===== src/hw/rtl/pfgc_pkg.sv =====
// Shared constants, codes and controller/datapath types for the gather crossbar.
`timescale 1ns / 1ps
package pfgc_pkg;

    localparam int CHANNELS      = 4;
    localparam int CH_W          = 2;
    localparam int LINE_ELEMENTS = 4;
    localparam int ELEMENT_WIDTH = 16;
    localparam int LINE_WIDTH    = LINE_ELEMENTS * ELEMENT_WIDTH;
    localparam int OUT_ELEMENTS  = 16;
    localparam int PROGRAM_DEPTH = 64;
    localparam int SLOT_W        = 6;
    localparam int STEPS_MAX     = 8;
    localparam int STEP_W        = 3;
    localparam int NSTEP_W       = 4;
    localparam int PROG_ADDR_W   = SLOT_W + STEP_W;
    localparam int GCNT_W        = 6;
    localparam int CFG_IDX_W     = 2;

    typedef enum logic [1:0] {
        CMD_PUSH  = 2'd0,
        CMD_PROG  = 2'd1,
        CMD_ISSUE = 2'd2,
        CMD_NONE  = 2'd3
    } command_t;

    typedef enum logic [1:0] {
        KIND_PUSH_ACK = 2'd0,
        KIND_PROG_ACK = 2'd1,
        KIND_ELEMENT  = 2'd2,
        KIND_STALL    = 2'd3
    } kind_t;

    localparam logic [CFG_IDX_W-1:0] CFG_PROGRAM_LENGTH   = 2'd0;
    localparam logic [CFG_IDX_W-1:0] CFG_OUTPUT_CHANNELS  = 2'd1;
    localparam logic [CFG_IDX_W-1:0] CFG_EXPECTED_RESP    = 2'd2;

    typedef enum logic [3:0] {
        ST_IDLE,
        ST_PUSH,
        ST_PROG,
        ST_SCAN_RD,
        ST_SCAN_USE,
        ST_CHECK,
        ST_STALL,
        ST_G_RD,
        ST_G_LOAD,
        ST_G_EMIT,
        ST_PAD
    } state_t;

    typedef enum logic [3:0] {
        OP_NONE,
        OP_LATCH,
        OP_PUSH,
        OP_PROG,
        OP_SCAN,
        OP_GSTART,
        OP_GLOAD,
        OP_ELEM,
        OP_SKIP,
        OP_PAD,
        OP_STALL,
        OP_FINISH
    } dp_op_t;

    typedef struct packed {
        logic   in_ready;
        dp_op_t op;
    } dp_cmd_t;

    typedef struct packed {
        logic     in_valid;
        command_t in_command;
        logic     out_free;
        logic     issue_ready;
        logic     steps_done;
        logic     range_empty;
        logic     elem_at_last;
        logic     vec_full;
    } dp_stat_t;

endpackage


===== src/hw/rtl/pfgc_ctrl.sv =====
// Sequencing state machine of the gather crossbar.
`timescale 1ns / 1ps
module pfgc_ctrl (
    input  logic               clk,
    input  logic               rst_n,
    input  pfgc_pkg::dp_stat_t stat,
    output pfgc_pkg::dp_cmd_t  cmd
);

    pfgc_pkg::state_t state_reg;
    pfgc_pkg::state_t state_next;

    always_ff @(posedge clk or negedge rst_n)
    begin
        if (!rst_n)
        begin
            state_reg <= pfgc_pkg::ST_IDLE;
        end
        else
        begin
            state_reg <= state_next;
        end
    end

    always_comb
    begin
        state_next   = state_reg;
        cmd.in_ready = 1'b0;
        cmd.op       = pfgc_pkg::OP_NONE;
        case (state_reg)
            pfgc_pkg::ST_IDLE:
            begin
                cmd.in_ready = 1'b1;
                if (stat.in_valid)
                begin
                    cmd.op = pfgc_pkg::OP_LATCH;
                    case (stat.in_command)
                        pfgc_pkg::CMD_PUSH:  state_next = pfgc_pkg::ST_PUSH;
                        pfgc_pkg::CMD_PROG:  state_next = pfgc_pkg::ST_PROG;
                        pfgc_pkg::CMD_ISSUE: state_next = pfgc_pkg::ST_SCAN_RD;
                        default:             state_next = pfgc_pkg::ST_IDLE;
                    endcase
                end
            end
            pfgc_pkg::ST_PUSH:
            begin
                if (stat.out_free)
                begin
                    cmd.op     = pfgc_pkg::OP_PUSH;
                    state_next = pfgc_pkg::ST_IDLE;
                end
            end
            pfgc_pkg::ST_PROG:
            begin
                if (stat.out_free)
                begin
                    cmd.op     = pfgc_pkg::OP_PROG;
                    state_next = pfgc_pkg::ST_IDLE;
                end
            end
            pfgc_pkg::ST_SCAN_RD:
            begin
                state_next = stat.steps_done ? pfgc_pkg::ST_CHECK : pfgc_pkg::ST_SCAN_USE;
            end
            pfgc_pkg::ST_SCAN_USE:
            begin
                cmd.op     = pfgc_pkg::OP_SCAN;
                state_next = pfgc_pkg::ST_SCAN_RD;
            end
            pfgc_pkg::ST_CHECK:
            begin
                if (stat.issue_ready)
                begin
                    cmd.op     = pfgc_pkg::OP_GSTART;
                    state_next = pfgc_pkg::ST_G_RD;
                end
                else
                begin
                    state_next = pfgc_pkg::ST_STALL;
                end
            end
            pfgc_pkg::ST_STALL:
            begin
                if (stat.out_free)
                begin
                    cmd.op     = pfgc_pkg::OP_STALL;
                    state_next = pfgc_pkg::ST_IDLE;
                end
            end
            pfgc_pkg::ST_G_RD:
            begin
                state_next = stat.steps_done ? pfgc_pkg::ST_PAD : pfgc_pkg::ST_G_LOAD;
            end
            pfgc_pkg::ST_G_LOAD:
            begin
                cmd.op     = pfgc_pkg::OP_GLOAD;
                state_next = pfgc_pkg::ST_G_EMIT;
            end
            pfgc_pkg::ST_G_EMIT:
            begin
                if (stat.range_empty)
                begin
                    cmd.op     = pfgc_pkg::OP_SKIP;
                    state_next = pfgc_pkg::ST_G_RD;
                end
                else if (stat.vec_full || stat.out_free)
                begin
                    cmd.op = pfgc_pkg::OP_ELEM;
                    if (stat.elem_at_last)
                    begin
                        state_next = pfgc_pkg::ST_G_RD;
                    end
                end
            end
            pfgc_pkg::ST_PAD:
            begin
                if (stat.vec_full)
                begin
                    cmd.op     = pfgc_pkg::OP_FINISH;
                    state_next = pfgc_pkg::ST_IDLE;
                end
                else if (stat.out_free)
                begin
                    cmd.op = pfgc_pkg::OP_PAD;
                end
            end
            default:
            begin
                state_next = pfgc_pkg::ST_IDLE;
            end
        endcase
    end

endmodule


===== config.mk =====
export PLATFORM = sky130hd
export DESIGN_NAME = pfgc_ctrl
export DESIGN_NICKNAME = d
export VERILOG_FILES = /design/src/hw/rtl/pfgc_pkg.sv /design/src/hw/rtl/pfgc_ctrl.sv
export SDC_FILE = /design/constraint.sdc
export NUM_CORES = 1
export LEC_CHECK = 0
export ABC_AREA = 1
export BUFFER_PORTS_ARGS = -buffer_cell sky130_fd_sc_hd__buf_2
export CORE_AREA = 2 2 39 41
export CTS_BUF_LIST = sky130_fd_sc_hd__clkbuf_2 sky130_fd_sc_hd__clkbuf_4 sky130_fd_sc_hd__clkbuf_8
export DETAILED_ROUTE_END_ITERATION = 10
export DIE_AREA = 0 0 41 43
export GPL_ROUTABILITY_DRIVEN = 0
export GPL_TIMING_DRIVEN = 0
export PLACE_DENSITY = 0.66
export SETUP_SLACK_MARGIN = 0.15
export SKIP_LAST_GASP = 1
export SLEW_MARGIN = 5
export SYNTH_ARGS = -nofsm -noshare
export SYNTH_HDL_FRONTEND = slang
export SYNTH_SLANG_ARGS = --single-unit

===== constraint.sdc =====
create_clock -name clk -period 1.9 [get_ports clk]
set_input_delay 0.285 -clock clk [delete_from_list [all_inputs] [get_ports clk]]
set_output_delay 0.285 -clock clk [all_outputs]
set_load 0.05 [all_outputs]

==> flow_metrics.py <==
metrics = {
    "setup_path": {
        "crit_path_end_kind": "primary output",
        "path_buf_inv": 3,
        "r2r_start": "state_reg[1]",
        "start_kind": "flip-flop",
        "r2r_slack_ns": 0.62,
        "criticalPathCategory": "flip-flop to primary output",
        "slowest_stage": "dfrtp_2",
        "arrival_ns": 1.44,
        "required_ns": 1.62,
        "path_common_cell": "inv_2",
        "crit_chain": "inv_2 -> nand2_4 -> nor2_4 -> inv_2 -> o211ai_1 -> buf_4",
        "crit_start": "state_reg[2]",
        "crit_family": "flip-flops",
        "slowest_delay_ns": 0.43,
        "critical_path.max_fanout": 4,
    },
    "power_and_ir_drop": {
        "power.density_mw_per_mm2": 1610,
        "irDropWorstVdd_mv": 0.955,
        "p_leak_nw": 0.433,
    },
    "global_routing": {
        "grtUsageTotal_pct": 19.7,
        "grt_max_degree": 8,
        "grt_pass1_wl_um": 2370,
        "overflow": 0,
        "antenna_found_initial": 0,
        "first_global_vias": 602,
    },
    "finish": {
        "ff_latch_area_um2": 105,
        "nNetsFinal": 135,
        "finalInstanceArea_um2": 796,
        "multi_input_area_um2": 429,
        "largest_reg_flops": 4,
        "drive_above_1_share_pct": 41.2,
        "antenna_cells": 0,
        "nFillCells": 152,
        "syn_to_final_growth_pct": 45.9,
    },
    "synthesis": {
        "ys_warn_count": 0,
        "postSynthCellCount": 94,
        "yosys_register_bits": 4,
        "synth_cell_types": 17,
        "synth-seq-area-share_pct": 18.3,
        "synthesis.area_um2": 546,
        "synth.avg_cell_area_um2": 5.80,
        "synth_nets": 108,
    },
    "sta": {
        "finalClockSkew_ns": 0.000527,
        "max_freq_mhz": 579,
        "fin_ws_ns": 0.173,
        "setup_tns_ns": 0,
        "slew_viol_final": 0,
        "tightest_slew_ns": 0.281,
        "hold_slack_ns": 0.392,
        "post-route-min-period_ns": 1.73,
        "finalHoldViolCount": 0,
        "finalCritPeriodShare_pct": 90.9,
        "relSlewSlack_pct": 81.3,
        "rsz0062_at_grt": "true",
        "final-setup-viol-count": 0,
    },
    "clock_network": {
        "cts.clk_slew.worst_paths_ns": 0.03,
        "clock_path_buffers": 2,
        "clock_latency_ns": 0.23,
        "tritoncts": "built",
        "cts-buffers-inserted": 3,
        "htreeDepth": 1,
        "cts.sinks": 4,
        "clockRootBuffer": "clkbuf_4",
    },
    "routing": {
        "vias": 660,
        "drt-pass1-iter-count": 4,
        "drtAntennaViolNets": 0,
        "wl_per_cell_um": 10.4,
        "routed_wl_um": 1400,
        "drtIter0Drc": 16,
        "vias_per_cell": 4.89,
        "drc": 0,
    },
    "placement": {
        "place_area_um2": 651,
        "dpl.hpwl_um": 1080,
        "pre_cts_ws_ns": 0.137,
        "portBuffers": 15,
    },
    "floorplanning": {
        "die_area_mm2": 0.00176,
        "die_h_um": 43,
        "core_mm2": 0.00138,
        "boundaryPins": 16,
        "rows": 14,
        "die_width_um": 41,
        "initial_utilization_pct": 39.4,
    },
    "run_status": {
        "outcome": "completed",
    },
    "hold_path": {
        "worst_hold_path_type": "input pin to async pin",
    },
    "flow_run": {
        "drv_cap": 0,
    },
}
-- cell type report --
cell class	count	area share [%]
Clock buffer	3	2.83
Tap cell	16	2.52
Timing Repair Buffer	22	19.0
Inverter	18	8.49
Multi-Input combinational cell	72	53.9
Sequential cell	4	13.2
-- layer usage --
metal  global-route usage, %  vias to the layer above  part of all wire (%)
met5                       0                        -                     0
met4                    8.00                        0                     0
met3                    3.14                        0                   2.8
met2                    31.6                       13                    52
met1                    24.8                      293                    45
li1                        -                      354                     -
-- cell families after synthesis --
kind of cell / Yosys count / synth area share (%)
buffers and inverters: 18 / 12.4
adders and majority gates: 3 / 6.88
and+or+nand+nor: 62 / 53.4
AOI/OAI and AO/OA: 7 / 8.95
DFF: 4 / 18.3
-- cells in the final DEF, fill, tap and decap left out --
cell type / count
nand2_1: 26
nand3_1: 14
inv_1: 13
buf_2: 11
buf_4: 7
nor2_4: 5
inv_2: 4
nor2_2: 4
nor2_1: 4
dfrtp_2: 4
nand2_2: 3
nand3_2: 3
o211ai_1: 3
ha_1: 3
clkbuf_4: 3
buf_6: 3
nand4_1: 2
o21a_1: 1
nand2_4: 1
a31oi_2: 1
clkinv_1: 1
a21oi_1: 1
o21bai_1: 1
dlygate4sd3_1: 1
-- power by group --
part | switching (mW) | internal, mW
combinational | 0.626 | 0.352
sequential | 0.0751 | 0.126
clock | 0.0280 | 0.0701
total | 0.729 | 0.548
-- metrics by stage --
step	std cells	power [mW]	utilization, %
after detailed placement	125	0.961	47.0
final	135	1.28	57.5
after CTS	132	1.17	53.5
after global placement	125	0.950	47.0
after floorplan	94	0.792	-
after global routing	135	1.39	57.5
-- what timing repair did --
item                                   in CTS  in global routing
pin swaps                                   1                  7
setup buffers                               3                  3
hold buffers                                1                  0
resized for setup                          12                  9
endpoints found under the hold margin       4                  0
setup endpoints to repair                   5                  4
-- synthesized netlist by cell type --
master     n  share of area, %
o21a_1     1               1.4
a21oi_1    1              0.92
o21bai_1   1               1.4
a31oi_1    1               1.1
nand2_1   29                20
nor2_2     6               6.9
dfrtp_1    4                18
nand2_2    1               1.1
inv_1     15                10
nor2_1     7               4.8
nand3_1   14                13
nand4_1    2               2.3
o211ai_1   3               4.1
ha_1       3               6.9
clkinv_1   1              0.69
inv_2      2               1.4
nand3_2    3               5.5
-- worst paths after layout --
kind,to,cells past startpoint
max in group asynchronous,state_reg[1],2
worst max register to register,state_reg[1],7
min in group clk,state_reg[1],5
worst min register to register,state_reg[2],2
worst max-delay path,cmd[3],6
worst min-delay path,state_reg[3],2
Power figures use the tool's default switching activity.
